$ cat src/rtl/nds_pkg.sv
// ----------------------------------------------------------------------------
// nds_pkg
// Shared types, constants and digit helpers of the nixie display sequencer.
// ----------------------------------------------------------------------------
package nds_pkg;

	localparam int FRAME_W       = 40;
	localparam int TUBE_W        = 10;
	localparam int HOUR_W        = 5;
	localparam int MINUTE_W      = 6;
	localparam int LAST_MINUTE_W = 7;
	localparam int CHANGES_W     = 9;
	localparam int POS_W         = 5;
	localparam int STEP_W        = 10;
	localparam int ELAPSED_W     = 17;
	localparam int IDLE_W        = 24;
	localparam int PERIOD_W      = 8;
	localparam int DURATION_W    = 16;
	localparam int TIMEOUT_W     = 8;
	localparam int CFG_INDEX_W   = 3;
	localparam int CFG_DATA_W    = 16;
	localparam int QUEUE_DEPTH   = 4;
	localparam int QPTR_W        = $clog2(QUEUE_DEPTH);
	localparam int QCOUNT_W      = $clog2(QUEUE_DEPTH + 1);

	localparam logic [POS_W-1:0]         SWEEP_STEPS        = 5'd18;
	localparam logic [POS_W-1:0]         SWEEP_UP_STEPS     = 5'd10;
	localparam logic [IDLE_W-1:0]        MS_PER_MINUTE      = 24'd60000;
	localparam logic [LAST_MINUTE_W-1:0] NO_MINUTE          = 7'd100;
	localparam logic [PERIOD_W-1:0]      PERIOD_RESET       = 8'd15;
	localparam logic [DURATION_W-1:0]    DURATION_RESET     = 16'd3000;
	localparam logic [DURATION_W-1:0]    STARTUP_RESET      = 16'd2000;
	localparam logic [STEP_W-1:0]        STEP_RESET         = 10'd25;
	localparam logic [IDLE_W-1:0]        IDLE_LIMIT_RESET   = 24'd3600000;

	typedef enum logic [CFG_INDEX_W-1:0] {
		REG_SWEEP_PERIOD     = 3'd0,
		REG_SWEEP_DURATION   = 3'd1,
		REG_STARTUP_DURATION = 3'd2,
		REG_SWEEP_STEP       = 3'd3,
		REG_IDLE_TIMEOUT     = 3'd4
	} reg_index_t;

	typedef struct packed {
		logic [HOUR_W-1:0]   hour_now;
		logic [MINUTE_W-1:0] minute_now;
		logic                motion_seen;
	} tick_t;

	typedef struct packed {
		logic [FRAME_W-1:0] digit_frame;
		logic               display_on;
		logic               sweeping;
	} result_t;

	// classified tick as it waits between front and back
	typedef struct packed {
		logic [FRAME_W-1:0]  time_frame;
		logic [MINUTE_W-1:0] minute_now;
		logic                motion_seen;
	} work_t;

	typedef struct packed {
		logic [2:0] tens;
		logic [3:0] units;
	} bcd_t;

	function automatic logic [TUBE_W-1:0] digit_onehot(input logic [3:0] d);
		digit_onehot = TUBE_W'(1) << d;
	endfunction

	// divide by ten through a reciprocal multiply, exact up to 63
	function automatic bcd_t bcd_split(input logic [MINUTE_W-1:0] v);
		logic [13:0] prod;
		bcd_t        r;
		prod    = 14'(v) * 14'd205;
		r.tens  = prod[13:11];
		r.units = 4'(v - 6'(r.tens) * 6'd10);
		bcd_split = r;
	endfunction

	function automatic logic [FRAME_W-1:0] time_frame(input logic [HOUR_W-1:0] hour,
		input logic [MINUTE_W-1:0] minute);
		bcd_t               h;
		bcd_t               m;
		logic [TUBE_W-1:0]  h_tens;
		h      = bcd_split(MINUTE_W'(hour));
		m      = bcd_split(minute);
		// hour tens tube stays blank below ten
		h_tens = (h.tens != 3'd0) ? digit_onehot(4'(h.tens)) : '0;
		time_frame = {digit_onehot(m.units), digit_onehot(4'(m.tens)),
			digit_onehot(h.units), h_tens};
	endfunction

	function automatic logic [FRAME_W-1:0] sweep_frame(input logic [POS_W-1:0] pos);
		logic [3:0]        d;
		logic [TUBE_W-1:0] oh;
		// count up 0..9, then back down 8..1
		d  = (pos < SWEEP_UP_STEPS) ? pos[3:0] : 4'(SWEEP_STEPS - pos);
		oh = digit_onehot(d);
		sweep_frame = {oh, oh, oh, oh};
	endfunction

endpackage

$ cat src/rtl/nds_if.sv
// ----------------------------------------------------------------------------
// nds_tick_if / nds_result_if
// Valid/ready channels carrying ticks into and results out of the sequencer.
// ----------------------------------------------------------------------------
interface nds_tick_if;
	import nds_pkg::*;
	logic  valid;
	logic  ready;
	tick_t data;
	modport source (output valid, output data, input ready);
	modport sink (input valid, input data, output ready);
endinterface

interface nds_result_if;
	import nds_pkg::*;
	logic    valid;
	logic    ready;
	result_t data;
	modport source (output valid, output data, input ready);
	modport sink (input valid, input data, output ready);
endinterface

$ cat src/rtl/nds_front.sv
// ----------------------------------------------------------------------------
// nds_front
// Accepts ticks and splits the time into a one-hot BCD frame for the queue.
// ----------------------------------------------------------------------------
module nds_front (
	nds_tick_if.sink          tick,
	input  logic              q_full,
	output logic              q_push,
	output nds_pkg::work_t    q_wdata
);
	import nds_pkg::*;

	assign tick.ready = !q_full;
	assign q_push     = tick.valid && !q_full;

	always_comb begin
		q_wdata.time_frame  = time_frame(tick.data.hour_now, tick.data.minute_now);
		q_wdata.minute_now  = tick.data.minute_now;
		q_wdata.motion_seen = tick.data.motion_seen;
	end
endmodule

$ cat src/rtl/nds_queue.sv
// ----------------------------------------------------------------------------
// nds_queue
// Short first-in first-out queue between the front and back parts.
// ----------------------------------------------------------------------------
module nds_queue (
	input  logic              clk,
	input  logic              arst_n,
	input  logic              push,
	input  nds_pkg::work_t    wdata,
	output logic              full,
	input  logic              pop,
	output logic              not_empty,
	output nds_pkg::work_t    rdata
);
	import nds_pkg::*;

	work_t               entry_q [QUEUE_DEPTH];
	logic [QPTR_W-1:0]   wr_ptr_q;
	logic [QPTR_W-1:0]   rd_ptr_q;
	logic [QCOUNT_W-1:0] count_q;

	assign full      = (count_q == QCOUNT_W'(QUEUE_DEPTH));
	assign not_empty = (count_q != '0);
	assign rdata     = entry_q[rd_ptr_q];

	always_ff @(posedge clk) begin
		if (push) begin
			entry_q[wr_ptr_q] <= wdata;
		end
	end

	always_ff @(posedge clk or negedge arst_n) begin
		if (!arst_n) begin
			wr_ptr_q <= '0;
			rd_ptr_q <= '0;
			count_q  <= '0;
		end else begin
			if (push) begin
				wr_ptr_q <= wr_ptr_q + 1'b1;
			end
			if (pop) begin
				rd_ptr_q <= rd_ptr_q + 1'b1;
			end
			if (push && !pop) begin
				count_q <= count_q + 1'b1;
			end else if (pop && !push) begin
				count_q <= count_q - 1'b1;
			end
		end
	end
endmodule

$ cat src/rtl/nds_back.sv
// ----------------------------------------------------------------------------
// nds_back
// Minute tracking, cathode sweep, idle timer and the registered result.
// ----------------------------------------------------------------------------
module nds_back (
	input  logic                             clk,
	input  logic                             arst_n,
	input  logic                             wr_en,
	input  logic [nds_pkg::CFG_INDEX_W-1:0]  wr_index,
	input  logic [nds_pkg::CFG_DATA_W-1:0]   wr_data,
	input  logic                             q_not_empty,
	input  nds_pkg::work_t                   q_rdata,
	output logic                             q_pop,
	nds_result_if.source                     result
);
	import nds_pkg::*;

	// configuration
	logic [PERIOD_W-1:0]   period_q;
	logic [DURATION_W-1:0] duration_q;
	logic [DURATION_W-1:0] startup_q;
	logic [STEP_W-1:0]     step_ms_q;
	logic [IDLE_W-1:0]     idle_limit_q;

	// sequencer state
	logic [LAST_MINUTE_W-1:0] last_minute_q;
	logic [CHANGES_W-1:0]     changes_q;
	logic                     active_q;
	logic                     startup_q_flag_q;
	logic [POS_W-1:0]         pos_q;
	logic [STEP_W-1:0]        step_q;
	logic [ELAPSED_W-1:0]     elapsed_q;
	logic [IDLE_W-1:0]        idle_q;
	logic                     disp_q;
	logic [FRAME_W-1:0]       frame_q;

	logic                     out_valid_q;
	result_t                  out_data_q;

	logic [LAST_MINUTE_W-1:0] last_minute_n;
	logic [CHANGES_W-1:0]     changes_n;
	logic                     active_n;
	logic                     startup_n;
	logic [POS_W-1:0]         pos_n;
	logic [STEP_W-1:0]        step_n;
	logic [ELAPSED_W-1:0]     elapsed_n;
	logic [IDLE_W-1:0]        idle_n;
	logic                     disp_n;
	logic [FRAME_W-1:0]       frame_n;
	result_t                  res_n;
	logic [CHANGES_W-1:0]     changes_inc;
	logic [DURATION_W-1:0]    limit;

	assign q_pop        = q_not_empty && (!out_valid_q || result.ready);
	assign result.valid = out_valid_q;
	assign result.data  = out_data_q;

	always_comb begin
		last_minute_n = last_minute_q;
		changes_n     = changes_q;
		active_n      = active_q;
		startup_n     = startup_q_flag_q;
		pos_n         = pos_q;
		step_n        = step_q;
		elapsed_n     = elapsed_q;
		idle_n        = idle_q;
		disp_n        = disp_q;
		frame_n       = frame_q;
		changes_inc   = changes_q + 1'b1;
		limit         = startup_q_flag_q ? startup_q : duration_q;

		if (!active_q && ({1'b0, q_rdata.minute_now} != last_minute_q)) begin
			frame_n       = q_rdata.time_frame;
			last_minute_n = {1'b0, q_rdata.minute_now};
			changes_n     = changes_inc;
			if (changes_inc == CHANGES_W'(period_q)) begin
				active_n  = 1'b1;
				startup_n = 1'b0;
				pos_n     = '0;
				step_n    = '0;
				elapsed_n = '0;
				changes_n = '0;
			end
		end

		if (!active_n) begin
			if (q_rdata.motion_seen) begin
				idle_n = '0;
				disp_n = 1'b1;
			end
			if (idle_n >= idle_limit_q) begin
				disp_n = 1'b0;
				idle_n = '0;
			end
		end

		res_n.digit_frame = active_n ? sweep_frame(pos_n) : frame_n;
		res_n.display_on  = disp_n;
		res_n.sweeping    = active_n;

		if (active_n) begin
			if (elapsed_n != '1) begin
				elapsed_n = elapsed_n + 1'b1;
			end
			if ({1'b0, step_n} + 11'd1 >= {1'b0, step_ms_q}) begin
				step_n = '0;
				pos_n  = pos_n + 1'b1;
				if (pos_n >= SWEEP_STEPS) begin
					pos_n = '0;
					// whole sweeps repeat until the elapsed time passes the limit
					if (elapsed_n > ELAPSED_W'(limit)) begin
						active_n = 1'b0;
						if (startup_n) begin
							disp_n    = 1'b1;
							startup_n = 1'b0;
						end
					end
				end
			end else begin
				step_n = step_n + 1'b1;
			end
		end

		if (idle_n != '1) begin
			idle_n = idle_n + 1'b1;
		end
	end

	always_ff @(posedge clk or negedge arst_n) begin
		if (!arst_n) begin
			period_q     <= PERIOD_RESET;
			duration_q   <= DURATION_RESET;
			startup_q    <= STARTUP_RESET;
			step_ms_q    <= STEP_RESET;
			idle_limit_q <= IDLE_LIMIT_RESET;
		end else if (wr_en) begin
			unique case (wr_index)
				REG_SWEEP_PERIOD:     period_q   <= wr_data[PERIOD_W-1:0];
				REG_SWEEP_DURATION:   duration_q <= wr_data[DURATION_W-1:0];
				REG_STARTUP_DURATION: startup_q  <= wr_data[DURATION_W-1:0];
				REG_SWEEP_STEP:       step_ms_q  <= wr_data[STEP_W-1:0];
				REG_IDLE_TIMEOUT: begin
					// keep the timeout as a tick count
					idle_limit_q <= IDLE_W'(wr_data[TIMEOUT_W-1:0]) * MS_PER_MINUTE;
				end
				default: ;
			endcase
		end
	end

	always_ff @(posedge clk or negedge arst_n) begin
		if (!arst_n) begin
			last_minute_q    <= NO_MINUTE;
			changes_q        <= '1;
			active_q         <= 1'b1;
			startup_q_flag_q <= 1'b1;
			pos_q            <= '0;
			step_q           <= '0;
			elapsed_q        <= '0;
			idle_q           <= '0;
			disp_q           <= 1'b0;
			frame_q          <= '0;
			out_valid_q      <= 1'b0;
		end else begin
			if (q_pop) begin
				last_minute_q    <= last_minute_n;
				changes_q        <= changes_n;
				active_q         <= active_n;
				startup_q_flag_q <= startup_n;
				pos_q            <= pos_n;
				step_q           <= step_n;
				elapsed_q        <= elapsed_n;
				idle_q           <= idle_n;
				disp_q           <= disp_n;
				frame_q          <= frame_n;
				out_valid_q      <= 1'b1;
			end else if (result.ready) begin
				out_valid_q <= 1'b0;
			end
		end
	end

	always_ff @(posedge clk) begin
		if (q_pop) begin
			out_data_q <= res_n;
		end
	end
endmodule

$ cat src/rtl/nixie_display_sequencer.sv
// ----------------------------------------------------------------------------
// nixie_display_sequencer
// Millisecond-tick driven nixie frame generator with cathode sweeps and idle off.
// ----------------------------------------------------------------------------
// a tick request is written into the queue, then popped into the back's registered result
// throughput: one tick per cycle unless the result output stalls, set by the state update in the back
// a four-entry queue lets the front keep taking ticks while a result is stalled, until the queue fills
// reset: queue and output empty, registers at defaults, startup sweep pending
module nixie_display_sequencer (
	input  logic                             clk,
	input  logic                             arst_n,
	input  logic                             wr_en,
	input  logic [nds_pkg::CFG_INDEX_W-1:0]  wr_index,
	input  logic [nds_pkg::CFG_DATA_W-1:0]   wr_data,
	nds_tick_if.sink                         tick,
	nds_result_if.source                     result
);
	import nds_pkg::*;

	logic  q_full;
	logic  q_push;
	logic  q_pop;
	logic  q_not_empty;
	work_t q_wdata;
	work_t q_rdata;

	nds_front u_front (
		.tick    (tick),
		.q_full  (q_full),
		.q_push  (q_push),
		.q_wdata (q_wdata)
	);

	nds_queue u_queue (
		.clk       (clk),
		.arst_n    (arst_n),
		.push      (q_push),
		.wdata     (q_wdata),
		.full      (q_full),
		.pop       (q_pop),
		.not_empty (q_not_empty),
		.rdata     (q_rdata)
	);

	nds_back u_back (
		.clk         (clk),
		.arst_n      (arst_n),
		.wr_en       (wr_en),
		.wr_index    (wr_index),
		.wr_data     (wr_data),
		.q_not_empty (q_not_empty),
		.q_rdata     (q_rdata),
		.q_pop       (q_pop),
		.result      (result)
	);
endmodule

$ cat src/flat_wrapper.sv
// flat-port wrapper written by rule: the top's interface ports become plain ports
module nixie_display_sequencer_flat import nds_pkg::*;
  (clk, arst_n, wr_en, wr_index, wr_data, tick_valid, tick_data, tick_ready, result_valid, result_data, result_ready);
  nds_tick_if tick_i ();
  nds_result_if result_i ();
  input  logic clk;
  input  logic arst_n;
  input  logic wr_en;
  input  logic [nds_pkg::CFG_INDEX_W-1:0] wr_index;
  input  logic [nds_pkg::CFG_DATA_W-1:0] wr_data;
  input wire logic [$bits(tick_i.valid)-1:0] tick_valid;
  input wire logic [$bits(tick_i.data)-1:0] tick_data;
  output wire logic [$bits(tick_i.ready)-1:0] tick_ready;
  output wire logic [$bits(result_i.valid)-1:0] result_valid;
  output wire logic [$bits(result_i.data)-1:0] result_data;
  input wire logic [$bits(result_i.ready)-1:0] result_ready;
  assign tick_i.valid = tick_valid;
  assign tick_i.data = tick_data;
  assign tick_ready = tick_i.ready;
  assign result_valid = result_i.valid;
  assign result_data = result_i.data;
  assign result_i.ready = result_ready;
  nixie_display_sequencer u_core (.clk(clk), .arst_n(arst_n), .wr_en(wr_en), .wr_index(wr_index), .wr_data(wr_data), .tick(tick_i), .result(result_i));
endmodule
$ cat config.mk
export PLATFORM = sky130hd
export DESIGN_NAME = nixie_display_sequencer_flat
export DESIGN_NICKNAME = d
export VERILOG_FILES = /design/src/rtl/nds_pkg.sv /design/src/rtl/nds_if.sv /design/src/rtl/nds_front.sv /design/src/rtl/nds_queue.sv /design/src/rtl/nds_back.sv /design/src/rtl/nixie_display_sequencer.sv /design/src/flat_wrapper.sv
export SDC_FILE = /design/constraint.sdc
export NUM_CORES = 1
export LEC_CHECK = 0
export ABC_AREA = 1
export BUFFER_PORTS_ARGS = -buffer_cell sky130_fd_sc_hd__buf_2
export CAP_MARGIN = 15
export CORE_MARGIN = 4
export CORE_UTILIZATION = 38
export DETAILED_ROUTE_END_ITERATION = 8
export GPL_TIMING_DRIVEN = 0
export SLEW_MARGIN = 0
export SYNTH_ARGS = -nofsm -noshare
export SYNTH_HDL_FRONTEND = slang
export SYNTH_SLANG_ARGS = --single-unit
$ cat constraint.sdc
create_clock -name clk -period 5.45 [get_ports clk]
set_input_delay 1.09 -clock clk [delete_from_list [all_inputs] [get_ports clk]]
set_output_delay 1.09 -clock clk [all_outputs]
set_load 0.005 [all_outputs]
Yosys cells after proc, flatten, opt, wreduce, memory -nomap -nowiden
Memory sizes are Yosys's and may differ from the RTL's. Index checks and enable logic that the tools add are counted.

Bits in registers: 234. Bits in writable memories: 188. Input bits: 36. Output and inout port bits: 44. Logic and storage cells: 133. Memories: 1.

Add/subtract/negate cells: 13. Multiply operators: 5. Magnitude comparators: 5. Eq/ne operators: 9. Shift operators: 5. Mux-type cells: 51. Reductions and logical operators: 22.

Memory list: u_core.u_queue.entry_q (words 4, bits a word 47, rd ports 1, clocked after memory_dff 0, write ports 1, line nds_queue.sv:17) `work_t entry_q [QUEUE_DEPTH];`.

Operator list (count): two-way mux 24 bit (5); two-way mux 17 bit (5); two-way mux 40 bit (2); two-way mux 10 bit (5); << shifter 1 x 4 -> 10 bit, first input constant (3); two-way mux 5 bit (5); adder 24 x 1 -> 24 bit, second input constant (1); greater-or-equal comparator 24 bit (1); two-way mux 1 bit (24); != test 24 bit, second input constant (1); multiplier 8 x 11 -> 19 bit, second input constant (1); adder 17 x 1 -> 17 bit, second input constant (1); > comparator 17 x 16 -> 1 bit (1); != test 17 bit, second input constant (1); two-way mux 16 bit (1); multiplier 6 x 8 -> 14 bit, second input constant (1); multiplier 5 x 8 -> 13 bit, second input constant (1); AND reduction 2 bit (6); adder 10 x 1 -> 11 bit, second input constant (1); greater-or-equal comparator 11 x 10 -> 1 bit (1); adder 10 x 1 -> 10 bit, second input constant (1); << shifter 1 x 2 -> 10 bit, first input constant (1); << shifter 1 x 3 -> 10 bit, first input constant (1); adder 9 x 1 -> 9 bit, second input constant (1); other kinds (24) (39).

Depth between registers and ports, before layout
Depth in word-level cells: 13. Gate-level depth with buffers: 37. Depth with buffers taken out: 33.

Modules after synthesis
A second synthesis with hierarchy kept.

Cell total of the unflattened synthesis: 2801. Area, all modules: 25094.1 sq um.

Modules (own cells, without submodules): nds_back (times used 1, cells an instance 1918, area an instance 14968.1 sq um, seq. area each 5947.0 sq um); nds_queue (times used 1, cells an instance 597, area an instance 8169.1 sq um, seq. area each 5820.6 sq um); nds_front (times used 1, cells an instance 286, area an instance 1956.9 sq um, seq. area each 0.0 sq um).

Worst setup path before layout
OpenSTA, ideal clock, no wires.

Path type: input port to flip-flop. Start point: input port tick_data[4]. End point: memory u_core.u_queue.entry_q[0][37] in the netlist's numbering, data pin. Library setup time: 0.268 ns. Arrival: 4.598 ns. Data required time: 5.182 ns. Path slack: 0.584 ns. Stages: 19. Buffers on the path: 0. Cell sequence: ha_1 -> ha_1 -> inv_1 -> fa_1 -> inv_1 -> ha_1 -> a31oi_1 -> nor2_1 -> o21ai_0 -> o211ai_1 -> a21o_1 -> or2_2 -> nand2_1 -> inv_1 -> fa_1 -> xor2_1 -> nand3b_1 -> nand2_1 -> nor2_1.

RTL lines: start, declared (line flat_wrapper.sv:12) `input wire logic [$bits(tick_i.data)-1:0] tick_data;`; end, declared (line nds_queue.sv:17).

Final worst setup path
Start point: register u_core.u_back.changes_q[1]. End point: register u_core.u_back.active_q.

Cells in the longest elaborated chain, start to end: 12. Elaborated cells on any way between the ends: 23. Classes of those cells: add/sub (4); order compare (3); eq/ne (2); mux (14).

RTL lines: start, declared (line nds_back.sv:27) `logic [CHANGES_W-1:0] changes_q;`; start signal, assigned (line nds_back.sv:167) `changes_q <= changes_n;`; adder 9 x 1 -> 9 bit (*) (line nds_back.sv:69) `changes_inc = changes_q + 1'b1;`; == test 9 x 8 -> 1 bit (*) (line nds_back.sv:76) `if (changes_inc == CHANGES_W'(period_q)) begin`; two-way mux 17 bit (line nds_back.sv:76); two-way mux 17 bit (line nds_back.sv:72) `if (!active_q && ({1'b0, q_rdata.minute_now} != last_minute_q)) begin`; adder 17 x 1 -> 17 bit / != test 17 bit (equally long branches) (line nds_back.sv:103, nds_back.sv:102); two-way mux 17 bit (line nds_back.sv:102) `if (elapsed_n != '1) begin`; two-way mux 17 bit (line nds_back.sv:101) `if (active_n) begin`; > comparator 17 x 16 -> 1 bit (line nds_back.sv:111) `if (elapsed_n > ELAPSED_W'(limit)) begin`; two-way mux 1 bit (line nds_back.sv:111); two-way mux 1 bit (line nds_back.sv:108) `if (pos_n >= SWEEP_STEPS) begin`; two-way mux 1 bit (line nds_back.sv:105) `if ({1'b0, step_n} + 11'd1 >= {1'b0, step_ms_q}) begin`; two-way mux 1 bit (*) (line nds_back.sv:101); end signal, assigned (line nds_back.sv:168) `active_q <= active_n;`; end, declared (line nds_back.sv:28) `logic active_q;`.

Every way passes the cells marked *; elsewhere a longest branch is shown, timed or not. The select of a mux whose other input is x is not followed. A chain may end at the register's enable or synchronous reset.

==> impl_metrics.yaml <==
synth:
  synth_area_per_cell_um2: 8.85
  ys_seq_elements: 386
  synth_cell_types: 55
  synth_most_common_cell: "nand2_1"
  synth_top_area_share_pct: 26.3
  synthArstFlopShare_pct: 49.7
  ys_warn_count: 0
  ys_seq_area_share_pct: 48.2
  synth-edff-count: 194
  synth_ff_type: "edfxtp_1"
  syn_inst: 2507
  synth_top_cell_by_area: "edfxtp_1"
  synthTopCellsByCount: "nand2_1 (572), inv_1 (324), o21ai_0 (247), nor2_1 (232), edfxtp_1 (194)"
  synthTopCellsByArea: "edfxtp_1 (26%), dfrtp_1 (17%), nand2_1 (9.7%)"
  synth_area_um2: 22200
  syn_nets: 2731
timing:
  rsz0062_at_grt: "yes"
  fmax_ghz: 0.198
  slew_headroom_pct: 41.1
  worst_pin_slew_ps: 881
  finalSetupTns_ps: 0
  hold_viol: 0
  fin_crit_sh_pct: 92.7
  min_period_ps: 5050
  maxSlewViolCount: 0
  setup_violations: 0
  worst_slack_ps: 398
  whs_ps: 460
  finClkSkew_ps: 20.4
floorplanning:
  die_width_um: 250
  die_y_um: 250
  ios: 80
  core_um2: 57700
  start_util_pct: 38.4
  rows: 88
  fp.dieArea_um2: 62300
clock_network:
  cts_buffers: 45
  clock_sinks: 386
  cts_tree: "built"
  clock_latency_ps: 590
  h-tree-depth: 2
  clk_pin_slew_ps: 60
  cts-root-buf: "clkbuf_16"
  clockBufferDepth: 3
placed_design:
  gp_congestion: 0.911
  post-dp-hpwl_um: 42300
  pre_cts_ws_ps: -314
  portBuffers: 79
critical_path:
  crit_path_max_fanout: 10
  cp.depth: 30
  crit_type: "flip-flop to flip-flop"
  cp_data_required_time_ps: 5960
  cp_slowest_cell: "dfstp_2"
  start_kind: "flip-flop"
  reg2regPathDepth: 30
  cp_common_cell: "nand2_1"
  critPathTopFamily: "simple AND/OR/NAND/NOR gates"
  path_buf_inv: 6
  end_kind: "flip-flop"
  max_stage_delay_ps: 570
  crit_arrival_ps: 5560
outcome:
  status: "completed"
pwr:
  p_leak_nw: 11.6
  peakVddDrop_mv: 0.275
  power_density_nw_per_um2: 507
  power_mw: 12.9
routing:
  ant_nets: 0
  highest_layer: "met4"
  post_drt_wl_per_cell_um: 16.6
  wl_met1_um: 25600
  met2_length_um: 27800
  drc: 0
  vias: 17500
  dr.pass1.iters: 8
  wl_met3_um: 2710
  viasPerCell: 5.08
  routed_wl_um: 57400
  initialDrtViolationCount: 1144
finish:
  drive_above_1_share_pct: 11.7
  final_util_pct: 44.1
  num-nets-final: 2873
  syn2layout_area_growth_pct: 14.7
  n_antenna_cell: 0
global_routing:
  grt_pass1_wl_um: 92300
  grt_pass1_vias: 17300
  grt_max_degree: 109
  grtUsageTotal_pct: 18.1
  grt-ovfl-total: 0
  grt_antenna_before_repair: 0
worst_hold_path:
  worst_hold_path_type: "flip-flop to flip-flop"
  whs_path_depth: 2
flow_run:
  maxCapViolCount: 0
[stage by stage]
| stage | instance area [um2] | instances |
|---|---|---|
| floorplan | 22200 | 2507 |
| global route | 25500 | 3451 |
| global placement | 23500 | 3351 |
| detailed placement | 23700 | 3357 |
| CTS | 25300 | 3441 |
| finish | 25500 | 3451 |
[cells by family (layout without fill, tap and decap cells)]
family / after synthesis / in the layout / share of synthesized area, %
flip-flops: 386 / 386 / 48.2
XOR/XNOR: 51 / 51 / 2.08
AO/OA/AOI/OAI: 403 / 403 / 9.78
buffers and inverters: 417 / 595 / 7.41
adder cells (fa/ha/maj): 188 / 188 / 11.7
AND/OR/NAND/NOR: 1046 / 1047 / 20.1
multiplexers: 16 / 16 / 0.728
[timing repair]
item                       4_1_cts  5_1_grt
hold buffers                     0        0
setup endpoints to repair       27       46
setup buffers                    1        9
gates cloned                     0        1
resized for setup                4       22
pin swaps                        1        5
[worst reg2reg max path, delay by kind of cell, from the launching register on]
kind / cells / cell delay [ps]
adders and majority gates: 3 / 730
xor gates and xnor gates: 3 / 760
AOI/OAI and AO/OA: 6 / 810
buffers and inverters: 6 / 800
and+or+nand+nor: 12 / 1300
DFF: 1 / 570
[cell type report]
cell class	instances	area (um2)
Fill cell	5563	32200
Multi-Input combinational cell	1705	9950
Tap cell	765	957
Sequential cell	386	10700
Inverter	332	1250
Timing Repair Buffer	96	616
Buffer	83	417
Clock buffer	52	1190
Clock inverter	32	387
[registers in the layout (all words and copies together) (netlist names)]
name	count
u_core.u_queue.wr_ptr_q	2
u_core.u_back.startup_q	16
u_core.u_back.duration_q	16
u_core.u_back.elapsed_q	17
u_core.u_back.result.data	42
u_core.u_back.startup_q_flag_q	1
u_core.u_back.active_q	1
u_core.u_back.step_ms_q	10
u_core.u_back.pos_q	5
u_core.u_queue.count_q	3
u_core.u_back.last_minute_q	7
u_core.u_back.frame_q	40
u_core.u_back.idle_limit_q	19
u_core.u_back.step_q	10
u_core.u_back.idle_q	24
u_core.u_back.disp_q	1
u_core.u_back.result.valid	1
u_core.u_queue.rd_ptr_q	2
u_core.u_queue.entry_q	152
u_core.u_back.changes_q	9
u_core.u_back.period_q	8
[cells in the final DEF, fill, tap and decap left out, types with 7 or more instances in the layout]
master     Yosys  routed
a21oi_1       48      48
buf_2         11      83
buf_4          4      17
clkbuf_1      58      60
clkbuf_16      0      45
clkinv_2       0      11
dfrtp_1      147     146
dfstp_2       45      45
edfxtp_1     194     194
fa_1          33      33
ha_1         155     155
inv_1        324     323
inv_2          7       7
mux2i_1       15      15
nand2_1      572     569
nand2_2       10      13
nand3_1      130     129
nand3_2       10      10
nand3b_1      17      17
nand4_1       25      25
nor2_1       232     226
nor2_2         7       9
nor2_4         5      10
nor3_1        14      13
o21ai_0      247     247
o21ai_1       36      36
o22ai_1       38      38
or2_2          8       8
xnor2_1       15      15
xor2_1        34      33
[power by group]
part           total [mW]  switching [mW]  internal, mW
clock network        3.16            1.28          1.88
registers            4.47           0.346          4.12
logic                5.29            3.58          1.71
total                12.9            5.21          7.71
[metal layers]
layer | vias up | global-route usage [%]
li1 | 8579 | -
met1 | 8425 | 24.1
met2 | 431 | 31.2
met3 | 91 | 2.42
met4 | 0 | 4.83
met5 | - | 0
[worst paths after layout]
check | slack, ps | end | startpoint
max | 400 | u_core.u_back.active_q$_DFFE_PN1P_ | u_core.u_back.changes_q[1]$_DFFE_PN1P_
min | 460 | u_core.u_back.last_minute_q[6]$_DFFE_PN1P_ | u_core.u_back.last_minute_q[6]$_DFFE_PN1P_
max reg2reg | 400 | u_core.u_back.active_q$_DFFE_PN1P_ | u_core.u_back.changes_q[1]$_DFFE_PN1P_
min reg2reg | 460 | u_core.u_back.last_minute_q[6]$_DFFE_PN1P_ | u_core.u_back.last_minute_q[6]$_DFFE_PN1P_
max in group asynchronous | 3880 | u_core.u_queue.rd_ptr_q[0]$_DFFE_PN0P_ | arst_n
min in group asynchronous | 540 | u_core.u_back.duration_q[12]$_DFFE_PN0P_ | arst_n
(Power assumes the default switching activity.)
